File: src/agpc_pkg.sv
package agpc_pkg;

   // item field widths
   localparam int FUNC_W    = 2;
   localparam int CODE_W    = 8;
   localparam int LEVEL_W   = 16;
   localparam int PLAYED_W  = 40;
   localparam int MS_W      = 32;
   localparam int QUEUED_W  = 32;
   localparam int UNDERRUN_W = 32;

   // configuration registers
   localparam int VOLUME_W  = 7;
   localparam int RATE_W    = 18;
   localparam int CSR_IDX_W = 1;
   localparam int CSR_DATA_W = RATE_W;

   localparam logic [CSR_IDX_W-1:0] CSR_VOLUME = 1'b0;
   localparam logic [CSR_IDX_W-1:0] CSR_RATE   = 1'b1;

   localparam logic [VOLUME_W-1:0] VOLUME_MAX   = 7'd100;
   localparam logic [VOLUME_W-1:0] VOLUME_RESET = 7'd25;

   // gain = volume * 256 / 100 = (volume * 5243) >> 11 for volume 0..100
   localparam int GAIN_W       = 9;
   localparam int GAIN_RECIP_W = 13;
   localparam logic [GAIN_RECIP_W-1:0] GAIN_RECIP = 13'd5243;
   localparam int GAIN_SHIFT   = 11;
   localparam int GAIN_PROD_W  = VOLUME_W + GAIN_RECIP_W;
   localparam logic [GAIN_W-1:0] GAIN_RESET = 9'd64;

   localparam logic [LEVEL_W-1:0] MIDSCALE = 16'h8000;
   localparam logic [CODE_W:0]    CODE_MID = 9'd128;

   // item kinds
   localparam logic [FUNC_W-1:0] FUNC_SAMPLE        = 2'd0;
   localparam logic [FUNC_W-1:0] FUNC_DONE          = 2'd1;
   localparam logic [FUNC_W-1:0] FUNC_DONE_UNDERRUN = 2'd2;
   localparam logic [FUNC_W-1:0] FUNC_RESTART       = 2'd3;

   // ring geometry
   localparam int BUF_FRAMES = 256;
   localparam int BUF_COUNT  = 8;
   localparam logic [PLAYED_W-1:0] BUF_STEP = PLAYED_W'(BUF_FRAMES);
   localparam logic [PLAYED_W-1:0] RING_CAP = PLAYED_W'(BUF_COUNT * BUF_FRAMES);

   // playback clock divider: played*1000 fits in 50 bits, two quotient bits a cycle
   localparam int NUM_W          = PLAYED_W + 10;
   localparam int DIV_CYCLES     = NUM_W / 2;
   localparam int DIV_CNT_W      = $clog2(DIV_CYCLES);
   localparam logic [DIV_CNT_W-1:0] DIV_LAST = DIV_CNT_W'(DIV_CYCLES - 1);

   // controller to datapath
   typedef struct packed {
      logic take_item;
      logic calc_played;
      logic calc_num;
      logic div_step;
      logic load_out;
   } cmd_type;

   // datapath to controller
   typedef struct packed {
      logic out_full;
   } stat_type;

endpackage

File: src/agpc_req_if.sv
interface agpc_req_if;
   import agpc_pkg::*;

   logic              valid;
   logic              ready;
   logic [FUNC_W-1:0] func;
   logic [CODE_W-1:0] sample_code;

   modport source (output valid, output func, output sample_code, input ready);
   modport sink   (input valid, input func, input sample_code, output ready);
endinterface

File: src/agpc_rsp_if.sv
interface agpc_rsp_if;
   import agpc_pkg::*;

   logic                  valid;
   logic                  ready;
   logic [LEVEL_W-1:0]    level_word;
   logic [PLAYED_W-1:0]   samples_played;
   logic [MS_W-1:0]       clock_ms;
   logic [QUEUED_W-1:0]   queued_samples;
   logic [UNDERRUN_W-1:0] underrun_total;

   modport source (output valid, output level_word, output samples_played,
                   output clock_ms, output queued_samples, output underrun_total,
                   input ready);
   modport sink   (input valid, input level_word, input samples_played,
                   input clock_ms, input queued_samples, input underrun_total,
                   output ready);
endinterface

File: src/agpc_ctrl.sv
module agpc_ctrl (
   input  logic               clock,
   input  logic               reset,
   input  logic               req_valid,
   output logic               req_ready,
   input  agpc_pkg::stat_type stat,
   output agpc_pkg::cmd_type  cmd
);
   import agpc_pkg::*;

   localparam logic [2:0] S_IDLE   = 3'd0;
   localparam logic [2:0] S_PLAYED = 3'd1;
   localparam logic [2:0] S_MUL    = 3'd2;
   localparam logic [2:0] S_DIV    = 3'd3;
   localparam logic [2:0] S_FIN    = 3'd4;

   logic [2:0]           state_ff, state_in;
   logic [DIV_CNT_W-1:0] cnt_ff, cnt_in;

   assign req_ready = (state_ff == S_IDLE);

   // next state and commands
   always_comb begin
      state_in = state_ff;
      cnt_in   = cnt_ff;
      cmd      = '0;
      unique case (state_ff)
         S_IDLE: begin
            if (req_valid) begin
               cmd.take_item = 1'b1;
               state_in      = S_PLAYED;
            end
         end
         S_PLAYED: begin
            cmd.calc_played = 1'b1;
            state_in        = S_MUL;
         end
         S_MUL: begin
            cmd.calc_num = 1'b1;
            cnt_in       = '0;
            state_in     = S_DIV;
         end
         S_DIV: begin
            cmd.div_step = 1'b1;
            cnt_in       = cnt_ff + 1'b1;
            if (cnt_ff == DIV_LAST) begin
               state_in = S_FIN;
            end
         end
         S_FIN: begin
            if (!stat.out_full) begin
               cmd.load_out = 1'b1;
               state_in     = S_IDLE;
            end
         end
         default: begin
            state_in = S_IDLE;
         end
      endcase
   end

   always_ff @(posedge clock) begin
      if (reset) begin
         state_ff <= S_IDLE;
         cnt_ff   <= '0;
      end else begin
         state_ff <= state_in;
         cnt_ff   <= cnt_in;
      end
   end

endmodule

File: src/agpc_dp.sv
module agpc_dp (
   input  logic                                 clock,
   input  logic                                 reset,
   input  logic                                 csr_wr_en,
   input  logic [agpc_pkg::CSR_IDX_W-1:0]       csr_index,
   input  logic [agpc_pkg::CSR_DATA_W-1:0]      csr_wdata,
   input  logic [agpc_pkg::FUNC_W-1:0]          func,
   input  logic [agpc_pkg::CODE_W-1:0]          sample_code,
   input  agpc_pkg::cmd_type                    cmd,
   output agpc_pkg::stat_type                   stat,
   input  logic                                 rsp_ready,
   output logic                                 rsp_valid,
   output logic [agpc_pkg::LEVEL_W-1:0]         level_word,
   output logic [agpc_pkg::PLAYED_W-1:0]        samples_played,
   output logic [agpc_pkg::MS_W-1:0]            clock_ms,
   output logic [agpc_pkg::QUEUED_W-1:0]        queued_samples,
   output logic [agpc_pkg::UNDERRUN_W-1:0]      underrun_total
);
   import agpc_pkg::*;

   logic [GAIN_W-1:0]      gain_ff;
   logic [RATE_W-1:0]      rate_ff;
   logic [VOLUME_W-1:0]    vol_clamp;
   logic [GAIN_PROD_W-1:0] gain_prod;

   logic [PLAYED_W-1:0]    written_ff, written_in;
   logic [PLAYED_W-1:0]    tally_ff, tally_in;
   logic [UNDERRUN_W-1:0]  underrun_ff, underrun_in;

   logic signed [CODE_W:0]         ofs;
   logic signed [GAIN_W:0]         gain_s;
   logic signed [CODE_W+GAIN_W+1:0] prod;
   logic [LEVEL_W-1:0]     level_ff, level_in;

   logic [PLAYED_W-1:0]    played_ff;
   logic [QUEUED_W-1:0]    queued_ff;
   logic [NUM_W-1:0]       num;
   logic [NUM_W-1:0]       dq_ff, dq_in;
   logic [RATE_W-1:0]      rem_ff, rem_in;
   logic [RATE_W:0]        t0, t1;
   logic [RATE_W-1:0]      r0;
   logic                   q0, q1;

   logic                   out_valid_ff;
   logic [LEVEL_W-1:0]     out_level_ff;
   logic [PLAYED_W-1:0]    out_played_ff;
   logic [MS_W-1:0]        out_ms_ff;
   logic [QUEUED_W-1:0]    out_queued_ff;
   logic [UNDERRUN_W-1:0]  out_underrun_ff;

   // volume clamp and gain via reciprocal multiply
   assign vol_clamp = (csr_wdata[VOLUME_W-1:0] > VOLUME_MAX) ? VOLUME_MAX
                                                            : csr_wdata[VOLUME_W-1:0];
   assign gain_prod = GAIN_PROD_W'(vol_clamp) * GAIN_PROD_W'(GAIN_RECIP);

   always_ff @(posedge clock) begin
      if (reset) begin
         gain_ff <= GAIN_RESET;
         rate_ff <= '0;
      end else if (csr_wr_en) begin
         unique case (csr_index)
            CSR_VOLUME: gain_ff <= gain_prod[GAIN_SHIFT +: GAIN_W];
            CSR_RATE:   rate_ff <= csr_wdata[RATE_W-1:0];
            default:    rate_ff <= rate_ff;
         endcase
      end
   end

   // sample scaling about midscale
   assign ofs    = $signed({1'b0, sample_code}) - $signed(CODE_MID);
   assign gain_s = $signed({1'b0, gain_ff});
   assign prod   = ofs * gain_s;

   // counter update for the taken item
   always_comb begin
      written_in  = written_ff;
      tally_in    = tally_ff;
      underrun_in = underrun_ff;
      level_in    = MIDSCALE;
      unique case (func)
         FUNC_SAMPLE: begin
            level_in   = prod[LEVEL_W-1:0] + MIDSCALE;
            written_in = written_ff + 1'b1;
         end
         FUNC_DONE: begin
            tally_in = tally_ff + BUF_STEP;
         end
         FUNC_DONE_UNDERRUN: begin
            tally_in    = tally_ff + BUF_STEP;
            underrun_in = underrun_ff + 1'b1;
         end
         FUNC_RESTART: begin
            written_in  = '0;
            tally_in    = '0;
            underrun_in = '0;
         end
         default: begin
            level_in = MIDSCALE;
         end
      endcase
   end

   always_ff @(posedge clock) begin
      if (reset) begin
         written_ff  <= '0;
         tally_ff    <= '0;
         underrun_ff <= '0;
      end else if (cmd.take_item) begin
         written_ff  <= written_in;
         tally_ff    <= tally_in;
         underrun_ff <= underrun_in;
      end
   end

   always_ff @(posedge clock) begin
      if (cmd.take_item) begin
         level_ff <= level_in;
      end
   end

   // played = tally minus ring capacity, floored at zero; then queued and x1000
   assign num = {played_ff, 10'b0} - {6'b0, played_ff, 4'b0} - {7'b0, played_ff, 3'b0};

   always_ff @(posedge clock) begin
      if (cmd.calc_played) begin
         played_ff <= (tally_ff > RING_CAP) ? tally_ff - RING_CAP : '0;
      end
      if (cmd.calc_num) begin
         queued_ff <= (written_ff > played_ff) ? QUEUED_W'(written_ff - played_ff) : '0;
      end
   end

   // restoring divider, two quotient bits per cycle
   assign t0 = {rem_ff, dq_ff[NUM_W-1]};
   assign q0 = (t0 >= {1'b0, rate_ff});
   assign r0 = q0 ? RATE_W'(t0 - {1'b0, rate_ff}) : t0[RATE_W-1:0];
   assign t1 = {r0, dq_ff[NUM_W-2]};
   assign q1 = (t1 >= {1'b0, rate_ff});

   always_comb begin
      dq_in  = {dq_ff[NUM_W-3:0], q0, q1};
      rem_in = q1 ? RATE_W'(t1 - {1'b0, rate_ff}) : t1[RATE_W-1:0];
   end

   always_ff @(posedge clock) begin
      if (cmd.calc_num) begin
         dq_ff  <= num;
         rem_ff <= '0;
      end else if (cmd.div_step) begin
         dq_ff  <= dq_in;
         rem_ff <= rem_in;
      end
   end

   // output word register
   assign stat.out_full = out_valid_ff && !rsp_ready;

   always_ff @(posedge clock) begin
      if (reset) begin
         out_valid_ff <= 1'b0;
      end else if (cmd.load_out) begin
         out_valid_ff <= 1'b1;
      end else if (rsp_ready) begin
         out_valid_ff <= 1'b0;
      end
   end

   always_ff @(posedge clock) begin
      if (cmd.load_out) begin
         out_level_ff    <= level_ff;
         out_played_ff   <= played_ff;
         out_ms_ff       <= (rate_ff == '0) ? '0 : dq_ff[MS_W-1:0];
         out_queued_ff   <= queued_ff;
         out_underrun_ff <= underrun_ff;
      end
   end

   assign rsp_valid      = out_valid_ff;
   assign level_word     = out_level_ff;
   assign samples_played = out_played_ff;
   assign clock_ms       = out_ms_ff;
   assign queued_samples = out_queued_ff;
   assign underrun_total = out_underrun_ff;

endmodule

File: src/audio_gain_and_playback_clock_core.sv
// Audio gain stage and playback clock.
// req_ch carries one word per item: func selects a sample (scaled about
// midscale by volume*256/100), a buffer-done event, a buffer-done event with
// underrun, or a restart that clears all counters. rsp_ch returns one word per
// item with the DAC level and the playback counters after the item.
// csr_wr_en/csr_index/csr_wdata write volume (index 0, clamped to 100) and the
// sample rate (index 1); write only while no item is in flight.
// After acceptance an item steps through the played, multiply, division and
// finish states before its result word is loaded into the output register;
// the 50-bit millisecond division runs two quotient bits a cycle.
// The block takes one item at a time; req_ch.ready is high while idle, and the
// next item may be taken while the previous result still waits in the output
// register.
// If rsp_ch stalls, a finished item holds in the datapath until the output
// register frees, and no new item is taken meanwhile.
// Reset (synchronous, active high) clears the counters, sets volume to 25 and
// the rate to 0, and empties the output register.
module audio_gain_and_playback_clock_core (
   input  logic                            clock,
   input  logic                            reset,
   input  logic                            csr_wr_en,
   input  logic [agpc_pkg::CSR_IDX_W-1:0]  csr_index,
   input  logic [agpc_pkg::CSR_DATA_W-1:0] csr_wdata,
   agpc_req_if.sink                        req_ch,
   agpc_rsp_if.source                      rsp_ch
);
   import agpc_pkg::*;

   cmd_type  cmd;
   stat_type stat;

   // sequencer
   agpc_ctrl u_ctrl (
      .clock     (clock),
      .reset     (reset),
      .req_valid (req_ch.valid),
      .req_ready (req_ch.ready),
      .stat      (stat),
      .cmd       (cmd)
   );

   // counters, scaling, divider and output register
   agpc_dp u_dp (
      .clock          (clock),
      .reset          (reset),
      .csr_wr_en      (csr_wr_en),
      .csr_index      (csr_index),
      .csr_wdata      (csr_wdata),
      .func           (req_ch.func),
      .sample_code    (req_ch.sample_code),
      .cmd            (cmd),
      .stat           (stat),
      .rsp_ready      (rsp_ch.ready),
      .rsp_valid      (rsp_ch.valid),
      .level_word     (rsp_ch.level_word),
      .samples_played (rsp_ch.samples_played),
      .clock_ms       (rsp_ch.clock_ms),
      .queued_samples (rsp_ch.queued_samples),
      .underrun_total (rsp_ch.underrun_total)
   );

   // no new word is taken while the divider runs
   a_busy_no_take: assert property (@(posedge clock) disable iff (reset)
      cmd.div_step |-> !req_ch.ready)
      else $error("request taken during division");

   // an accepted word moves straight to the played calculation
   a_take_then_played: assert property (@(posedge clock) disable iff (reset)
      (req_ch.valid && req_ch.ready) |=> cmd.calc_played)
      else $error("accepted word not processed");

   // the output register is never overwritten while it holds an untaken word
   a_no_overwrite: assert property (@(posedge clock) disable iff (reset)
      cmd.load_out |-> !(rsp_ch.valid && !rsp_ch.ready))
      else $error("result overwritten");

   // a loaded result is presented on the next cycle
   a_load_shows: assert property (@(posedge clock) disable iff (reset)
      cmd.load_out |=> rsp_ch.valid)
      else $error("loaded result not presented");

endmodule
File: src/flat_wrapper.sv
// flat-port wrapper written by rule: the top's interface ports become plain ports
module audio_gain_and_playback_clock_core_flat import agpc_pkg::*;
  (clock, reset, csr_wr_en, csr_index, csr_wdata, req_ch_valid, req_ch_func, req_ch_sample_code, req_ch_ready, rsp_ch_valid, rsp_ch_level_word, rsp_ch_samples_played, rsp_ch_clock_ms, rsp_ch_queued_samples, rsp_ch_underrun_total, rsp_ch_ready);
  agpc_req_if req_ch_i ();
  agpc_rsp_if rsp_ch_i ();
  input  logic clock;
  input  logic reset;
  input  logic csr_wr_en;
  input  logic [agpc_pkg::CSR_IDX_W-1:0] csr_index;
  input  logic [agpc_pkg::CSR_DATA_W-1:0] csr_wdata;
  input wire logic [$bits(req_ch_i.valid)-1:0] req_ch_valid;
  input wire logic [$bits(req_ch_i.func)-1:0] req_ch_func;
  input wire logic [$bits(req_ch_i.sample_code)-1:0] req_ch_sample_code;
  output wire logic [$bits(req_ch_i.ready)-1:0] req_ch_ready;
  output wire logic [$bits(rsp_ch_i.valid)-1:0] rsp_ch_valid;
  output wire logic [$bits(rsp_ch_i.level_word)-1:0] rsp_ch_level_word;
  output wire logic [$bits(rsp_ch_i.samples_played)-1:0] rsp_ch_samples_played;
  output wire logic [$bits(rsp_ch_i.clock_ms)-1:0] rsp_ch_clock_ms;
  output wire logic [$bits(rsp_ch_i.queued_samples)-1:0] rsp_ch_queued_samples;
  output wire logic [$bits(rsp_ch_i.underrun_total)-1:0] rsp_ch_underrun_total;
  input wire logic [$bits(rsp_ch_i.ready)-1:0] rsp_ch_ready;
  assign req_ch_i.valid = req_ch_valid;
  assign req_ch_i.func = req_ch_func;
  assign req_ch_i.sample_code = req_ch_sample_code;
  assign req_ch_ready = req_ch_i.ready;
  assign rsp_ch_valid = rsp_ch_i.valid;
  assign rsp_ch_level_word = rsp_ch_i.level_word;
  assign rsp_ch_samples_played = rsp_ch_i.samples_played;
  assign rsp_ch_clock_ms = rsp_ch_i.clock_ms;
  assign rsp_ch_queued_samples = rsp_ch_i.queued_samples;
  assign rsp_ch_underrun_total = rsp_ch_i.underrun_total;
  assign rsp_ch_i.ready = rsp_ch_ready;
  audio_gain_and_playback_clock_core u_core (.clock(clock), .reset(reset), .csr_wr_en(csr_wr_en), .csr_index(csr_index), .csr_wdata(csr_wdata), .req_ch(req_ch_i), .rsp_ch(rsp_ch_i));
endmodule
File: config.mk
export PLATFORM = sky130hd
export DESIGN_NAME = audio_gain_and_playback_clock_core_flat
export DESIGN_NICKNAME = d
export VERILOG_FILES = /design/src/agpc_pkg.sv /design/src/agpc_req_if.sv /design/src/agpc_rsp_if.sv /design/src/agpc_ctrl.sv /design/src/agpc_dp.sv /design/src/audio_gain_and_playback_clock_core.sv /design/src/flat_wrapper.sv
export SDC_FILE = /design/constraint.sdc
export NUM_CORES = 1
export LEC_CHECK = 0
export BUFFER_PORTS_ARGS = -buffer_cell sky130_fd_sc_hd__buf_2
export CAP_MARGIN = 15
export CORE_MARGIN = 2
export CORE_UTILIZATION = 45
export CTS_CLUSTER_SIZE = 25
export DETAILED_ROUTE_END_ITERATION = 10
export HOLD_SLACK_MARGIN = 0.08
export SYNTH_ARGS = -nofsm -noshare
export SYNTH_HDL_FRONTEND = slang
export SYNTH_SLANG_ARGS = --single-unit
File: constraint.sdc
create_clock -name clock -period 13.8 [get_ports clock]
set_input_delay 0.69 -clock clock [delete_from_list [all_inputs] [get_ports clock]]
set_output_delay 0.69 -clock clock [all_outputs]
set_load 0.03 [all_outputs]
==> flow_summary.ini, run 1 <==
[clocking]
clk_path_buf_depth = 3
hold_buffers = 0
post_cts_buffers = 0
clk_latency_ns = 0.58
cts_tree = built
cts_made_buffers = 47
path_clk_slew_ns = 0.06
cts_resized = 0
htree_levels = 2
cts_num_sinks = 432
root_buffer = clkbuf_16

[logic_synthesis]
synth-edff-count = 274
synth_commonest_cells = edfxtp_1, nand2_1, nor2_1
ys_seq_elements = 432
avgSynthCellArea_sq_um = 10.0
yosysMostFrequentCell = edfxtp_1
yosysSeqAreaShare_pct = 43.0
postSynthCellCount = 2635
syn_area_sq_um = 26500
synth_area_leaders = edfxtp_1, dfxtp_1, ha_1, fa_1, nand2_1
ys.flop_type = edfxtp_1
synth_top_cell_area_share_pct = 31.1
synth_top_area_cell = edfxtp_1
ys_async_sr_fraction_pct = 0
synth.distinct_cells = 81
yosys_warnings = 0

[place]
gp_congestion = 0.875
numPortBuffers = 179
hpwl_microns = 44900

[global_route]
track_usage_pct = 19.5
antenna_found_initial = 0
grt_pass1_wl_microns = 96300
grt_max_degree = 87
grt_pass1_vias = 19200
grt_overflow = 0

[die]
ioPinCount = 188
die_h_microns = 246
fp.dieW_microns = 246
initial_core_util_pct = 45.7
rows = 88
coreArea_sq_um = 57900
die-area_sq_um = 60800

[timing]
hold_violations = 0
maxSlewHeadroom_pct = 27.2
worst_pin_slew_ns = 1.09
fin_crit_sh_pct = 43.4
final.setup.tns_ns = 0
fmax_mhz = 167
rsz0062_at_grt = no
finalClockSkew_ns = 0.0158
slew_violations = 0
period_needed_ns = 6.00
setup_violations = 0

[drt]
dr.first_iter.drc_count = 955
routedWlPerCell_microns = 16.4
postRouteAntennaNets = 0
drtPass1Iterations = 5
num_vias = 19100
avgViaCountPerCell = 5.31
route.detailed.drc = 0
totalWireLength_microns = 58800

[power]
p_per_area_nw_per_um2 = 156
leakagePower_nw = 12.4
peakVddDrop_mv = 0.125
power_mw = 4.63

[cells_and_area]
area_growth_pct = 12.0
seqCellArea_sq_um = 11400
drive_gt1_share_pct = 10.9
nets = 3135
multi_input_area_sq_um = 14000
fill_cells = 5404
n_antenna_cell = 0

[critical_path]
r2r_end = u_core.u_dp.rem_ff[17]
r2r_start = u_core.u_dp.rate_ff[6]
regToRegSetupSlack_ns = 7.80
required_ns = 14.26
startpoint = u_core.u_dp.rate_ff[6]
arrival_ns = 6.46
path_class = register to register
startpoint_type = register
end_kind = register
critPathMaxFanout = 13
reg2reg_depth = 21

[hold_path]
whs_path_depth = 3
min_from = csr_wdata[17]
hold_class = input port to register
hold_end = u_core.u_dp.rate_ff[17]

[flow_run]
cap_violations = 0

[status]
status = finished clean
final cells by class:
| type | count | area share, % |
|---|---|---|
| Multi-Input combinational cell | 1919 | 47.2 |
| Sequential cell | 432 | 38.4 |
| Clock buffer | 61 | 4.25 |
| Timing Repair Buffer | 190 | 3.30 |
| Tap cell | 765 | 3.23 |
| Inverter | 201 | 2.55 |
| Clock inverter | 25 | 1.01 |
metal layers:
layer	share of wire, %	wire length [microns]	global-route usage, %
met1	45	26200	24.9
met2	49	29000	34.1
met3	3.6	2090	2.90
met4	2.5	1460	5.47
met5	0	0	0
power breakdown:
part	switching (mW)	internal, mW	total, mW
sequential	0.0486	1.45	1.50
clock	0.519	0.758	1.28
combinational	1.03	0.820	1.85
cell families (layout without fill, tap and decap cells):
kind of cell,Yosys count,after routing,synth area share (%)
adder cells (fa/ha/maj),310,310,17.3
AO/OA/AOI/OAI,453,453,10.6
other,2,10,0.0284
multiplexers,35,35,1.39
flip-flops,432,432,43.0
buffers and inverters,292,477,4.34
XOR/XNOR,196,196,6.49
AND/OR/NAND/NOR,915,915,16.8
worst max-delay path: stages (launching register included):
cell	delay, ns
dfxtp_1	0.35
inv_1	0.08
ha_1	0.42
o211ai_1	0.15
a211oi_1	0.24
o21ai_1	0.14
a211oi_1	0.27
o31ai_1	0.13
a21oi_2	0.46
buf_4	0.31
mux2_2	0.38
ha_1	0.33
and4_1	0.24
and2_1	0.18
a221o_1	0.35
a31oi_1	0.26
o22ai_1	0.19
o21ai_0	0.35
o311ai_4	0.32
buf_4	0.30
and2_1	0.15
a221o_1	0.28
worst max path at each step:
stage / endpoint / slack (ns)
after floorplan: u_core.u_dp.clock_ms[0] / 6.41
after global placement: u_core.u_dp.rem_ff[17] / 7.97
after detailed placement: u_core.u_dp.rem_ff[17] / 7.84
after CTS: u_core.u_dp.rem_ff[17] / 7.83
after global routing: u_core.u_dp.rem_ff[17] / 7.39
final: u_core.u_dp.rem_ff[17] / 7.80
through the flow:
step                      instances  hold slack [ns]  utilization (%)  setup WS (ns)  area [sq um]
after global placement         3507            0.403             48.5           7.97         28100
final                          3593            0.362             51.2           7.80         29600
after detailed placement       3507            0.405             48.5           7.84         28100
after CTS                      3593            0.326             51.2           7.83         29600
after floorplan                2643            0.400                -           6.41         26500
after global routing           3593            0.350             51.2           7.39         29600
layout by cell type (no fill, tap or decap), types with 18 or more instances in the layout:
| master | count |
|---|---|
| and3_1 | 40 |
| or3_1 | 26 |
| and2_1 | 69 |
| dfxtp_1 | 158 |
| inv_1 | 199 |
| clkbuf_16 | 48 |
| o21bai_1 | 20 |
| nor4_1 | 18 |
| a21oi_1 | 148 |
| buf_2 | 179 |
| mux2i_1 | 20 |
| nand3_1 | 55 |
| nand4_1 | 26 |
| xnor2_1 | 95 |
| nor3_1 | 47 |
| fa_1 | 94 |
| nor2_1 | 237 |
| o21ai_0 | 117 |
| xor2_1 | 101 |
| ha_1 | 216 |
| nor2b_1 | 48 |
| a21o_1 | 53 |
| edfxtp_1 | 274 |
| nand2_1 | 267 |
registers in the layout (all words and copies together) (netlist names), 9 cells and up:
signal                      count
u_core.u_dp.underrun_ff        32
u_core.u_dp.underrun_total     32
u_core.u_dp.level_word         16
u_core.u_dp.queued_ff          32
u_core.u_dp.dq_ff              50
u_core.u_dp.written_ff         40
u_core.u_dp.rate_ff            18
u_core.u_dp.queued_samples     32
u_core.u_dp.clock_ms           32
u_core.u_dp.samples_played     32
u_core.u_dp.tally_ff           32
u_core.u_dp.rem_ff             18
u_core.u_dp.level_ff           16
u_core.u_dp.played_ff          32
u_core.u_dp.gain_ff             9
Note: power is estimated with default switching activity, not from simulation.
==> run 2: changes to the inputs <==
ABC_AREA = 1   (was not set)
clock period = 6 ns   (was 13.8 ns; I/O delays follow)
==> run 2 against run 1 <==
  * Critical path depth is 3 lower
  * Clock skew is 0.018 ns higher
  * Final cell count is 32% higher
  * Power grew to 2.9 times the previous value
  * Largest cell class unchanged
  * Clock power grew to 2.6 times the previous value
  * Critical endpoint is now u_core.u_dp.level_ff[13]
  * Via count is 28% higher
  * Sequential share of layout area is 3.9 points lower
  * Global-route usage is 3.3 points higher
==> flow_summary.ini, run 2 <==
[global_route]
antenna_found_initial = 3
grt_pass1_wl_microns = 123000
grt_pass1_vias = 23100
grt_overflow = 0
track_usage_pct = 22.8
grt_max_degree = 78

[cells_and_area]
fill_cells = 6356
largest_reg_flops = 50
nets = 4178
final_cell_mix = nand2_1, inv_1, nor2_1, edfxtp_1, a21oi_1
fin_cells = 4734
reg_top3 = u_core.u_dp.dq_ff x50, u_core.u_dp.written_ff x40
area_growth_pct = 12.4
drive_gt1_share_pct = 9.55
layout_commonest_cell = nand2_1
top_register = u_core.u_dp.dq_ff
design_area_sq_um = 33000
fin_util_pct = 51.1

[clocking]
hold_buffers = 14
cts_made_buffers = 50
root_buffer = clkbuf_16
path_clk_slew_ns = 0.07
cts_tree = built
cts_resized = 0
post_cts_buffers = 0
clk_latency_ns = 0.62
clk_path_buf_depth = 3
cts_num_sinks = 432
htree_levels = 2

[critical_path]
cp_cell_sequence = nand2_1 > fa_1 > fa_1 > inv_1 > fa_1 > fa_1 > fa_1 > ha_1 > nand2_1 > nand2_1 > inv_1 > o21ai_0 > a21oi_1 > o21ai_0 > nand2_1 > nand2_1 > o21ai_0 > a21oi_1
required_ns = 6.35
endpoint = u_core.u_dp.level_ff[13]
startpoint_type = register
arrival_ns = 5.25
r2r_end = u_core.u_dp.level_ff[13]
critPathMaxFanout = 10
regToRegSetupSlack_ns = 1.10
cp.depth = 18
startpoint = u_core.u_dp.gain_ff[1]
critPathMaxStageDelay_ns = 0.56
path_class = register to register
crit_family = adder cells
end_kind = register
crit_buf_inv = 2
reg2reg_depth = 18
cp_slowest_cell = fa_1
r2r_start = u_core.u_dp.gain_ff[1]

[logic_synthesis]
synth_top_area_cell = edfxtp_1
yosysMostFrequentCell = nand2_1
syn_area_sq_um = 29300
yosys_warnings = 0
synth.distinct_cells = 58
ys_seq_elements = 432
synth_area_leaders = edfxtp_1, dfxtp_1, nand2_1, ha_1, inv_1
ys.flop_type = edfxtp_1
synth_top_cell_area_share_pct = 28.1
yosysSeqAreaShare_pct = 38.9
synth-edff-count = 274
postSynthCellCount = 3655
avgSynthCellArea_sq_um = 8.02
ys_async_sr_fraction_pct = 0
synth_commonest_cells = nand2_1, inv_1, nor2_1

[timing]
hold_violations = 0
slew_violations = 0
period_needed_ns = 4.90
finalClockSkew_ns = 0.0341
fin_ws_ns = 1.10
setup_violations = 0
rsz0062_at_grt = no
fmax_mhz = 204
maxSlewHeadroom_pct = 31.6
final.setup.tns_ns = 0
worst_pin_slew_ns = 1.03
fin_crit_sh_pct = 81.7

[hold_path]
hold_class = input port to register

[die]
coreArea_sq_um = 64500
die_h_microns = 259
initial_core_util_pct = 45.5
ioPinCount = 188
rows = 93
fp.dieW_microns = 259
die-area_sq_um = 67200

[drt]
dr.first_iter.drc_count = 1745
routedWlPerCell_microns = 16.1
num_vias = 24400
drtPass1Iterations = 5
totalWireLength_microns = 76400
avgViaCountPerCell = 5.15
postRouteAntennaNets = 0
route.detailed.drc = 0

[place]
place_ws_ns = 0.903
gp_congestion = 0.935
placed_area_sq_um = 31000
dpl.cell_count = 4622
numPortBuffers = 179
hpwl_microns = 59400

[status]
status = finished clean

[power]
p_per_area_nw_per_um2 = 403
peakVddDrop_mv = 0.252
leakagePower_nw = 14.8

[flow_run]
cap_violations = 0
run 2: cell type report:
type	count	area, sq um	area share (%)
Timing Repair Buffer	206	1140	3.46
Tap cell	855	1070	3.25
Antenna cell	3	7.51	0.0228
Inverter	601	2260	6.84
Clock buffer	59	1370	4.15
Multi-Input combinational cell	2543	15300	46.5
Sequential cell	432	11400	34.6
Clock inverter	35	409	1.24
run 2: kinds of logic (layout without fill, tap and decap cells):
group,after synthesis,count (layout),synth area share [%]
AND/OR/NAND/NOR,1578,1578,23.6
buffers and inverters,688,901,9.13
AO/OA/AOI/OAI,563,563,10.3
flip-flops,432,432,38.9
adder cells (fa/ha/maj),310,310,15.6
XOR/XNOR,82,82,2.45
other,2,13,0.0256
run 2: worst reg2reg max path: cells and delay by family (launching register included):
| family | cells | cell delay [ns] |
|---|---|---|
| flops | 1 | 0.54 |
| fa+ha+maj | 6 | 2.94 |
| buf+inv | 2 | 0.12 |
| compound gates | 5 | 0.66 |
| simple gates | 5 | 0.41 |
run 2: how the worst min path moves through the flow:
| stage | from | to | slack, ns | cells past startpoint |
|---|---|---|---|---|
| 2_1_floorplan | u_core.u_dp.level_ff[0] | u_core.u_dp.level_word[0] | 0.40 | 0 |
| 3_3_place_gp | u_core.u_dp.queued_ff[17] | u_core.u_dp.queued_samples[17] | 0.40 | 0 |
| 3_5_place_dp | u_core.u_dp.queued_ff[22] | u_core.u_dp.queued_samples[22] | 0.40 | 0 |
| 4_1_cts | rsp_ch_ready | u_core.u_dp.rsp_valid | 0.1 | 4 |
| 5_1_grt | csr_wdata[2] | u_core.u_dp.rate_ff[2] | 0.14 | 3 |
| 6_report | rsp_ch_ready | u_core.u_dp.rsp_valid | 0.13 | 4 |
run 2: metrics by stage:
| stage | hold WS (ns) | total power [mW] |
|---|---|---|
| after global placement | 0.401 | 10.0 |
| after detailed placement | 0.405 | 10.0 |
| after global routing | 0.136 | 14.4 |
| after CTS | 0.0998 | 13.4 |
| after floorplan | 0.400 | 8.63 |
| final | 0.133 | 13.3 |
run 2: where the power goes:
group	internal, mW	switching, mW
combinational	2.24	4.11
clock	1.92	1.36
sequential	3.49	0.167
run 2: routing by layer:
layer / wire, microns / GRT usage [%] / vias up / part of all wire [%]
li1: - / - / 12400 / -
met1: 36100 / 32.4 / 11300 / 47
met2: 34500 / 36.3 / 597 / 45
met3: 4060 / 3.58 / 100 / 5.3
met4: 1640 / 5.72 / 2 / 2.1
met5: 13 / 0 / - / 0.017
